===== src/hdl/fcca_pkg.sv =====
// ----------------------------------------------------------------------------
// fcca_pkg
// Shared types and constants for the cluster chain allocator: beat payloads,
// action and status codes, table marker values and the controller states.
// ----------------------------------------------------------------------------
package fcca_pkg;

  // Default table depth and register reset value
  localparam int unsigned NumEntriesDef = 8192;
  localparam logic [13:0] LIMIT_RESET   = 14'd5101;

  // Table marker values
  localparam logic [15:0] MEDIA_MARK    = 16'hFFF8;
  localparam logic [15:0] END_MARK      = 16'hFFFF;
  localparam logic [15:0] CHAIN_END_MIN = 16'hFFF8;
  localparam logic [15:0] FREE_ENTRY    = 16'h0000;

  // First usable cluster
  localparam int unsigned FIRST_CLUSTER = 2;

  typedef enum logic [1:0] {
    ACT_ALLOC = 2'd0,
    ACT_SET   = 2'd1,
    ACT_READ  = 2'd2,
    ACT_FREE  = 2'd3
  } action_e;

  typedef enum logic [1:0] {
    ST_OK          = 2'd0,
    ST_BAD_CLUSTER = 2'd1,
    ST_NO_SPACE    = 2'd2,
    ST_LOOP        = 2'd3
  } status_e;

  typedef struct packed {
    action_e     action;
    logic [12:0] cluster;
    logic [15:0] value;
    logic [13:0] count;
  } in_item_t;

  typedef struct packed {
    logic [12:0] head_cluster;
    logic [15:0] entry_value;
    logic [13:0] freed_count;
    status_e     status;
  } out_item_t;

  typedef enum logic [3:0] {
    S_CLEAR,
    S_IDLE,
    S_DECODE,
    S_ALLOC,
    S_ALLOC_END,
    S_READ_DATA,
    S_FREE_CHK,
    S_FREE_EVAL,
    S_RESP
  } state_e;

endpackage


===== src/hdl/fcca_ctrl.sv =====
// ----------------------------------------------------------------------------
// fcca_ctrl
// Sequencer for the allocation table: clearing pass after reset, first-fit
// chain allocation with streamed reads, entry set and read, and the chain
// free walk (each link read, then cleared if usable).
// ----------------------------------------------------------------------------
module fcca_ctrl #(
  parameter int unsigned NUM_ENTRIES = fcca_pkg::NumEntriesDef,
  localparam int unsigned AW = $clog2(NUM_ENTRIES),
  localparam int unsigned CW = $clog2(NUM_ENTRIES + 1)
) (
  input  logic                clk_i,
  input  logic                rst_ni,
  // item side
  input  logic                item_valid_i,
  input  fcca_pkg::in_item_t  item_i,
  output logic                item_stall_o,
  // effective cluster limit
  input  logic [CW-1:0]       lim_i,
  // result side
  output logic                res_valid_o,
  output fcca_pkg::out_item_t res_o,
  input  logic                res_take_i,
  // table ports
  output logic                mem_we_o,
  output logic [AW-1:0]       mem_waddr_o,
  output logic [15:0]         mem_wdata_o,
  output logic                mem_re_o,
  output logic [AW-1:0]       mem_raddr_o,
  input  logic [15:0]         mem_rdata_i
);

  fcca_pkg::state_e   state_q, state_d;
  fcca_pkg::in_item_t item_q;
  logic [AW-1:0]      clr_q, clr_d;

  // allocation scan
  logic [CW-1:0]      scan_q, scan_d;
  logic               pend_q, pend_d;
  logic [AW-1:0]      pend_addr_q, pend_addr_d;
  logic [AW-1:0]      prev_q, prev_d;
  logic [13:0]        got_q, got_d;
  logic [13:0]        want_q, want_d;

  // free walk
  logic [15:0]        cur_q, cur_d;
  logic [CW-1:0]      steps_q, steps_d;

  // result fields
  logic [12:0]        head_q, head_d;
  logic [15:0]        entry_q, entry_d;
  logic [13:0]        freed_q, freed_d;
  fcca_pkg::status_e  stat_q, stat_d;

  logic               found;
  logic               cur_usable;

  // Control registers
  always_ff @(posedge clk_i or negedge rst_ni) begin
    if (!rst_ni) begin
      state_q <= fcca_pkg::S_CLEAR;
      clr_q   <= '0;
      pend_q  <= 1'b0;
    end else begin
      state_q <= state_d;
      clr_q   <= clr_d;
      pend_q  <= pend_d;
    end
  end

  // Working registers
  always_ff @(posedge clk_i) begin
    if (state_q == fcca_pkg::S_IDLE && item_valid_i) begin
      item_q <= item_i;
    end
    scan_q      <= scan_d;
    pend_addr_q <= pend_addr_d;
    prev_q      <= prev_d;
    got_q       <= got_d;
    want_q      <= want_d;
    cur_q       <= cur_d;
    steps_q     <= steps_d;
    head_q      <= head_d;
    entry_q     <= entry_d;
    freed_q     <= freed_d;
    stat_q      <= stat_d;
  end

  assign found      = pend_q && (mem_rdata_i == fcca_pkg::FREE_ENTRY);
  assign cur_usable = (32'(cur_q) >= fcca_pkg::FIRST_CLUSTER) && (32'(cur_q) < 32'(lim_i));

  // Next state and table access
  always_comb begin
    state_d     = state_q;
    clr_d       = clr_q;
    scan_d      = scan_q;
    pend_d      = 1'b0;
    pend_addr_d = pend_addr_q;
    prev_d      = prev_q;
    got_d       = got_q;
    want_d      = want_q;
    cur_d       = cur_q;
    steps_d     = steps_q;
    head_d      = head_q;
    entry_d     = entry_q;
    freed_d     = freed_q;
    stat_d      = stat_q;
    mem_we_o    = 1'b0;
    mem_waddr_o = '0;
    mem_wdata_o = fcca_pkg::FREE_ENTRY;
    mem_re_o    = 1'b0;
    mem_raddr_o = '0;

    unique case (state_q)
      // write media mark, end mark, then free entries over the whole table
      fcca_pkg::S_CLEAR: begin
        mem_we_o    = 1'b1;
        mem_waddr_o = clr_q;
        if (clr_q == AW'(0)) begin
          mem_wdata_o = fcca_pkg::MEDIA_MARK;
        end else if (clr_q == AW'(1)) begin
          mem_wdata_o = fcca_pkg::END_MARK;
        end
        clr_d = clr_q + AW'(1);
        if (clr_q == AW'(NUM_ENTRIES - 1)) begin
          state_d = fcca_pkg::S_IDLE;
        end
      end

      fcca_pkg::S_IDLE: begin
        if (item_valid_i) begin
          state_d = fcca_pkg::S_DECODE;
        end
      end

      fcca_pkg::S_DECODE: begin
        head_d  = '0;
        entry_d = '0;
        freed_d = '0;
        stat_d  = fcca_pkg::ST_OK;
        unique case (item_q.action)
          fcca_pkg::ACT_ALLOC: begin
            scan_d  = CW'(fcca_pkg::FIRST_CLUSTER);
            got_d   = '0;
            want_d  = (item_q.count == '0) ? 14'd1 : item_q.count;
            state_d = fcca_pkg::S_ALLOC;
          end
          fcca_pkg::ACT_SET: begin
            if ((32'(item_q.cluster) < fcca_pkg::FIRST_CLUSTER) ||
                (32'(item_q.cluster) >= 32'(lim_i))) begin
              stat_d = fcca_pkg::ST_BAD_CLUSTER;
            end else begin
              mem_we_o    = 1'b1;
              mem_waddr_o = AW'(item_q.cluster);
              mem_wdata_o = item_q.value;
            end
            state_d = fcca_pkg::S_RESP;
          end
          fcca_pkg::ACT_READ: begin
            if (32'(item_q.cluster) >= NUM_ENTRIES) begin
              stat_d  = fcca_pkg::ST_BAD_CLUSTER;
              state_d = fcca_pkg::S_RESP;
            end else begin
              mem_re_o    = 1'b1;
              mem_raddr_o = AW'(item_q.cluster);
              state_d     = fcca_pkg::S_READ_DATA;
            end
          end
          fcca_pkg::ACT_FREE: begin
            cur_d   = 16'(item_q.cluster);
            steps_d = '0;
            state_d = fcca_pkg::S_FREE_CHK;
          end
          default: state_d = fcca_pkg::S_RESP;
        endcase
      end

      // streamed first-fit scan: issue one read per cycle, judge the returned one
      fcca_pkg::S_ALLOC: begin
        if (found) begin
          if (got_q != '0) begin
            mem_we_o    = 1'b1;
            mem_waddr_o = prev_q;
            mem_wdata_o = 16'(pend_addr_q);
          end else begin
            head_d = 13'(pend_addr_q);
          end
          prev_d = pend_addr_q;
          got_d  = got_q + 14'd1;
        end
        if (found && (got_q + 14'd1 == want_q)) begin
          state_d = fcca_pkg::S_ALLOC_END;
        end else if (scan_q < lim_i) begin
          mem_re_o    = 1'b1;
          mem_raddr_o = AW'(scan_q);
          pend_d      = 1'b1;
          pend_addr_d = AW'(scan_q);
          scan_d      = scan_q + CW'(1);
        end else if (!pend_q) begin
          // out of space; taken clusters stay linked
          stat_d = fcca_pkg::ST_NO_SPACE;
          head_d = '0;
          state_d = (got_q != '0) ? fcca_pkg::S_ALLOC_END : fcca_pkg::S_RESP;
        end
      end

      // terminate the chain at its last cluster
      fcca_pkg::S_ALLOC_END: begin
        mem_we_o    = 1'b1;
        mem_waddr_o = prev_q;
        mem_wdata_o = fcca_pkg::END_MARK;
        state_d     = fcca_pkg::S_RESP;
      end

      fcca_pkg::S_READ_DATA: begin
        entry_d = mem_rdata_i;
        state_d = fcca_pkg::S_RESP;
      end

      // walk guard checks, then fetch the current entry
      fcca_pkg::S_FREE_CHK: begin
        if (cur_q >= fcca_pkg::CHAIN_END_MIN) begin
          state_d = fcca_pkg::S_RESP;
        end else if (32'(cur_q) >= NUM_ENTRIES) begin
          stat_d  = fcca_pkg::ST_BAD_CLUSTER;
          state_d = fcca_pkg::S_RESP;
        end else if (32'(steps_q) >= NUM_ENTRIES) begin
          stat_d  = fcca_pkg::ST_LOOP;
          state_d = fcca_pkg::S_RESP;
        end else begin
          mem_re_o    = 1'b1;
          mem_raddr_o = AW'(cur_q);
          steps_d     = steps_q + CW'(1);
          state_d     = fcca_pkg::S_FREE_EVAL;
        end
      end

      // follow the link, clear the entry if it is in the usable range
      fcca_pkg::S_FREE_EVAL: begin
        if (cur_usable) begin
          mem_we_o    = 1'b1;
          mem_waddr_o = AW'(cur_q);
          mem_wdata_o = fcca_pkg::FREE_ENTRY;
          if (mem_rdata_i != fcca_pkg::FREE_ENTRY) begin
            freed_d = freed_q + 14'd1;
          end
        end
        cur_d   = mem_rdata_i;
        state_d = fcca_pkg::S_FREE_CHK;
      end

      fcca_pkg::S_RESP: begin
        if (res_take_i) begin
          state_d = fcca_pkg::S_IDLE;
        end
      end

      default: state_d = fcca_pkg::S_IDLE;
    endcase
  end

  assign item_stall_o           = (state_q != fcca_pkg::S_IDLE);
  assign res_valid_o            = (state_q == fcca_pkg::S_RESP);
  assign res_o.head_cluster     = head_q;
  assign res_o.entry_value      = entry_q;
  assign res_o.freed_count      = freed_q;
  assign res_o.status           = stat_q;

endmodule


===== config.mk =====
export PLATFORM = sky130hd
export DESIGN_NAME = fcca_ctrl
export DESIGN_NICKNAME = d
export VERILOG_FILES = /design/src/hdl/fcca_pkg.sv /design/src/hdl/fcca_ctrl.sv
export SDC_FILE = /design/constraint.sdc
export NUM_CORES = 1
export LEC_CHECK = 0
export ABC_AREA = 1
export BUFFER_PORTS_ARGS = -buffer_cell sky130_fd_sc_hd__buf_2
export CAP_MARGIN = 40
export CORE_UTILIZATION = 55
export DETAILED_ROUTE_END_ITERATION = 10
export PLACE_DENSITY = 0.79
export SYNTH_ARGS = -nofsm -noshare
export SYNTH_HDL_FRONTEND = slang
export SYNTH_SLANG_ARGS = --single-unit

===== constraint.sdc =====
create_clock -name clk_i -period 3.8 [get_ports clk_i]
set_input_delay 0.38 -clock clk_i [delete_from_list [all_inputs] [get_ports clk_i]]
set_output_delay 0.38 -clock clk_i [all_outputs]
set_load 0.05 [all_outputs]

Yosys cells after proc, flatten, opt, wreduce, memory -nomap -nowiden
Cells that the tools add are included.
{"block": "word_totals", "in_bits": 79, "out_inout_bits": 91, "register_bits": 206, "wordCells": 173}
{"block": "classes", "muxes": 79, "n_eq_ne": 33, "n_bitwise": 1, "n_addsub": 5, "order_cmp": 8, "n_reduce_logical": 29}
{"op": "$mux W13", "n": 18}
{"op": "$mux W14", "n": 11}
{"op": "$pmux W14 S2", "n": 4}
{"op": "$mux W16", "n": 5}
{"op": "$pmux W13 S5", "n": 1}
{"op": "$pmux W16 S2", "n": 2}
{"op": "$pmux W16 S4", "n": 1}
{"op": "$add A14 B1 Y14 const B", "n": 4}
{"op": "$mux W4", "n": 10}
{"op": "$pmux W13 S3", "n": 1}
{"op": "$pmux W4 S8", "n": 1}
{"op": "$pmux W13 S2", "n": 1}
{"op": "$ne A2 B2 Y1 const B", "n": 12}
{"op": "$eq A4 B3 Y1 const B", "n": 4}
{"op": "$ge A16 B14 Y1 const B", "n": 1}
{"op": "$ge A16 B16 Y1 const B", "n": 1}
{"op": "$ge A16 B2 Y1 const B", "n": 1}
{"op": "$logic_not A16 Y1", "n": 1}
{"op": "$lt A16 B14 Y1", "n": 1}
{"op": "$pmux W4 S4", "n": 1}
{"op": "$reduce_bool A16 Y1", "n": 1}
{"op": "$eq A14 B14 Y1", "n": 1}
{"op": "$ge A13 B14 Y1", "n": 1}
{"op": "$ge A14 B14 Y1 const B", "n": 1}
{"op": "other kinds (34)", "n": 70}

Logic depth before layout (Yosys ltp)
{"block": "depth", "depth_word": 7, "depth_mapped": 17, "depth_no_buf": 17}

Worst setup path before layout
No wires, ideal clock.
{"block": "synth_timing", "path_type": "reg2reg", "from": "reg state_q[2]", "to": "reg item_q[0] (netlist name) (enable)", "t_required_ns": 3.353, "synth_period_minus_slack_ns": 3.523, "arrival_time_ns": 3.076, "setup_time_ns": 0.447, "path_slack_ns": 0.277, "path_stages_with_launch": 4, "path_buffers": 0, "cell_sequence": "dfrtp_1 > nor2_1 > nand3_1 > nor2_1"}
{"block": "synth_via", "elab_chain_len": 2}
{"element": "start, declared", "line": "fcca_ctrl.sv:33", "rtl": "fcca_pkg::state_e state_q, state_d;"}
{"element": "start signal, assigned", "line": "fcca_ctrl.sv:61", "rtl": "state_q <= fcca_pkg::S_CLEAR;"}
{"element": "start signal, assigned", "line": "fcca_ctrl.sv:65", "rtl": "state_q <= state_d;"}
{"element": "$eq A4 B1 Y1", "line": "fcca_ctrl.sv:73", "rtl": "if (state_q == fcca_pkg::S_IDLE && item_valid_i) begin"}
{"element": "$logic_and A1 B1 Y1", "line": "fcca_ctrl.sv:73"}
{"element": "end signal, assigned", "line": "fcca_ctrl.sv:74", "rtl": "item_q <= item_i;"}
{"element": "end, declared", "line": "fcca_ctrl.sv:34", "rtl": "fcca_pkg::in_item_t item_q;"}
No other way between the ends.
A chain may end at the register's enable or synchronous reset.

Worst setup path after layout
{"block": "layout_timing", "from": "reg item_q[39] (netlist name)", "to": "out mem_wdata_o[10]"}
{"block": "layout_via", "elab_chain_len": 5, "word_cells_on_any_way": 6, "cone_classes": "2 x order compare; 3 x mux; 1 x reduce/logical"}
{"element": "$ge A13 B14 Y1 or $lt A13 B2 Y1 (tied branches)", "line": "fcca_ctrl.sv:150, fcca_ctrl.sv:149"}
{"element": "$logic_or A1 B1 Y1 (*)", "line": "fcca_ctrl.sv:149", "rtl": "if ((32'(item_q.cluster) < fcca_pkg::FIRST_CLUSTER) ||"}
{"element": "$mux W16 (*)", "line": "fcca_ctrl.sv:149"}
{"element": "$mux W16 (*)", "line": "fcca_ctrl.sv:141", "rtl": "unique case (item_q.action)"}
{"element": "$pmux W16 S4 (*)", "line": "fcca_ctrl.sv:114", "rtl": "unique case (state_q)"}
{"element": "end, declared", "line": "fcca_ctrl.sv:27", "rtl": "output logic [15:0] mem_wdata_o,"}
Every way passes the cells marked *; elsewhere a longest branch is shown, timed or not.

==> results.yml <==
timing:
  timing.final.ws_setup_ns: 0.272
  worst_pin_slew_ns: 0.881
  min_period_ns: 3.53
  timing.setup.tns_ns: 0
  hold_violations: 0
  min_period_over_period_pct: 92.8
  setup_violations: 0
  whs_ns: 0.0407
  finalMaxSlewViolations: 0
  fin_skew_ns: 0.0166
  max-slew-margin-rel_pct: 41.2
  max_freq_mhz: 283
  rsz0062_at_grt: "no"
route:
  dr.pass1.iters: 5
  wl_per_cell_um: 18.0
  vias: 9080
  ant_nets: 0
  wl_mm: 28.7
  drc_errors: 0
  drtIter0Drc: 657
  vias_per_cell: 5.69
synthesis:
  synth-seq-area-share_pct: 55.7
  synth.most_common_cell: "nand2_1"
  avgSynthCellArea_sq_um: 9.57
  yosysWarningCount: 0
  syn_nets: 1276
  syn_area_sq_mm: 0.0110
  async_reset_ff_share_pct: 8.74
  synth.distinct_cells: 47
  synth_common_cells: "nand2_1, edfxtp_1, nor2_1"
  ys_ff_latch: 206
  synth_top_area_cell: "edfxtp_1"
  synth_cells: 1145
  ys.flop_type: "edfxtp_1"
  synth.area.top_cells: "edfxtp_1, nand2_1, ha_1, nand3_1, nor2_1"
  synth_top_area_share_pct: 51.5
  synth_edf_count: 188
die:
  floorplan.initialDensity_pct: 56.3
  row_count: 51
  die_x_um: 143
  io_pins: 170
  core-area_sq_mm: 0.0195
  die_area_sq_mm: 0.0205
  fp.dieH_um: 143
global_route:
  antenna_found_initial: 0
  grt_usage_pct: 28.4
  grt_pass1_wl_mm: 44.4
  globalRoute.totalOverflow: 0
  grt_pass1_vias: 8647
  grt_max_degree: 46
setup_path:
  cp.required_ns: 3.42
  r2r_slack_ns: 0.92
  cp-startpoint: "item_q[39]"
  worstSetupPathType: "reg -> out"
  arrival_ns: 3.15
  endpoint_kind: "output pin"
  path_max_fanout: 16
  worst_r2r_startpoint: "got_q[0]"
  worstSetupStartpointType: "flop"
job:
  max_cap_viol_count: 0
status:
  run_status: "finished clean"
clock_network:
  htreeDepth: 1
  clk_latency_ns: 0.51
  clock-sinks: 206
  cts.reportedPaths.clkPinSlew_ns: 0.06
  cts-buffers-inserted: 23
  clk_path_buf_depth: 3
  clock-root-buffer: "clkbuf_16"
  cts_tree: "yes"
  cts_setup_buffers: 0
worst_hold_path:
  holdCritPathClass: "in -> reg"
  hold_path.startpoint: "item_i[30]"
pwr:
  p_leak_nw: 5.66
  p_per_area_mw_per_mm2: 720
  ir_worst_vdd_uv: 511
placed_design:
  portBuffers: 169
  place_area_sq_mm: 0.0121
  gp_routability_congestion: 0.961
  dp_hpwl_mm: 21.2
  place_ws_ns: 0.692
finish:
  final_cell_area_sq_mm: 0.0129
  layout-drive-gt1-share_pct: 18.6
  n_fill_cell: 1567
  fin_nets: 1449
  insertedDiodeCount: 0
  area_delta_synth_final_pct: 17.4
## per-layer routing
layer	part of all wire, %	global-route usage (%)
met5	0	0
met4	4.0	12.2
met3	7.5	4.43
met2	47	46.4
met1	42	37.5
## state kept, by name (all words and copies together) (netlist names), 2 cells and up
| name | count |
|---|---|
| item_q | 45 |
| cur_q | 16 |
| entry_q | 16 |
| freed_q | 14 |
| got_q | 14 |
| scan_q | 14 |
| steps_q | 14 |
| want_q | 14 |
| clr_q | 13 |
| head_q | 13 |
| pend_addr_q | 13 |
| prev_q | 13 |
| state_q | 4 |
| stat_q | 2 |
## critical path, cell delays in order (launching register included)
cell and delay, ns:
edfxtp_1 0.53, ha_1 0.35, a21oi_1 0.11, o21ai_0 0.09, nand2_1 0.06, o211a_1 0.13
nand3_1 0.11, nor2_2 0.46, buf_4 0.34, nand3_1 0.12, nand2_1 0.08, buf_2 0.26
## through the flow
step | power [W] | util [%] | std cells
6_report | 0.00926 | 66.0 | 1597
5_1_grt | 0.00964 | 66.0 | 1597
4_1_cts | 0.00924 | 65.9 | 1597
3_5_place_dp | 0.00711 | 62.2 | 1557
3_3_place_gp | 0.00703 | 62.2 | 1557
2_1_floorplan | 0.00608 | - | 1145
## report_power, final
group	switching, W	internal, W
Combinational	0.00279	0.000819
Clock	0.000884	0.00124
Sequential	0.000397	0.00312
## layout make-up
| cell class | count | area, sq um | area share [%] |
|---|---|---|---|
| multi-input combinational | 761 | 4190 | 32.6 |
| sequential | 206 | 6100 | 47.4 |
| tap | 265 | 332 | 2.58 |
| timing repair buffer | 189 | 998 | 7.77 |
| clock inverter | 14 | 135 | 1.05 |
| clock buffer | 25 | 583 | 4.54 |
| inverter | 137 | 522 | 4.06 |
## cell families (layout without fill, tap and decap cells)
family / count (synthesis) / in the layout / synth area share (%)
xor gates and xnor gates: 17 / 17 / 1.36
DFF: 206 / 206 / 55.7
AOI/OAI and AO/OA: 149 / 149 / 8.02
muxes: 13 / 13 / 1.19
adders and majority gates: 52 / 52 / 5.94
buffers and inverters: 178 / 365 / 6.33
and+or+nand+nor: 530 / 530 / 21.5
## layout by cell type, fill, tap and decap left out, drive strengths merged, types with 2 or more instances in the layout
cell type / n
nand2: 195
edfxtp: 188
buf: 188
nor2: 150
inv: 137
nand3: 116
a21oi: 59
ha: 52
o21ai: 51
clkbuf: 25
nor3: 23
nand4: 21
a22oi: 19
dfrtp: 18
mux2i: 13
nor4: 12
xor2: 11
clkinv: 9
xnor2: 6
nor3b: 5
o211ai: 4
o21a: 4
and3: 4
clkinvlp: 3
a211oi: 2
nand3b: 2
a31oi: 2
bufinv: 2
or2: 2
## path summary, 6_finish.rpt
path | to | depth (start not counted)
setup / recovery | mem_wdata_o[10] | 11
hold / removal | item_q[30] | 1
setup reg to reg | scan_q[9] | 15
hold reg to reg | want_q[11] | 0
max in group asynchronous | state_q[2] | 2
min in group asynchronous | clr_q[3] | 2
## repair_timing
item,CTS,global route
hold endpoints to repair,18,0
endpoints found under the setup margin,0,11
gates resized for setup,0,6
hold buffers,1,0
Power figures use the tool's default switching activity.
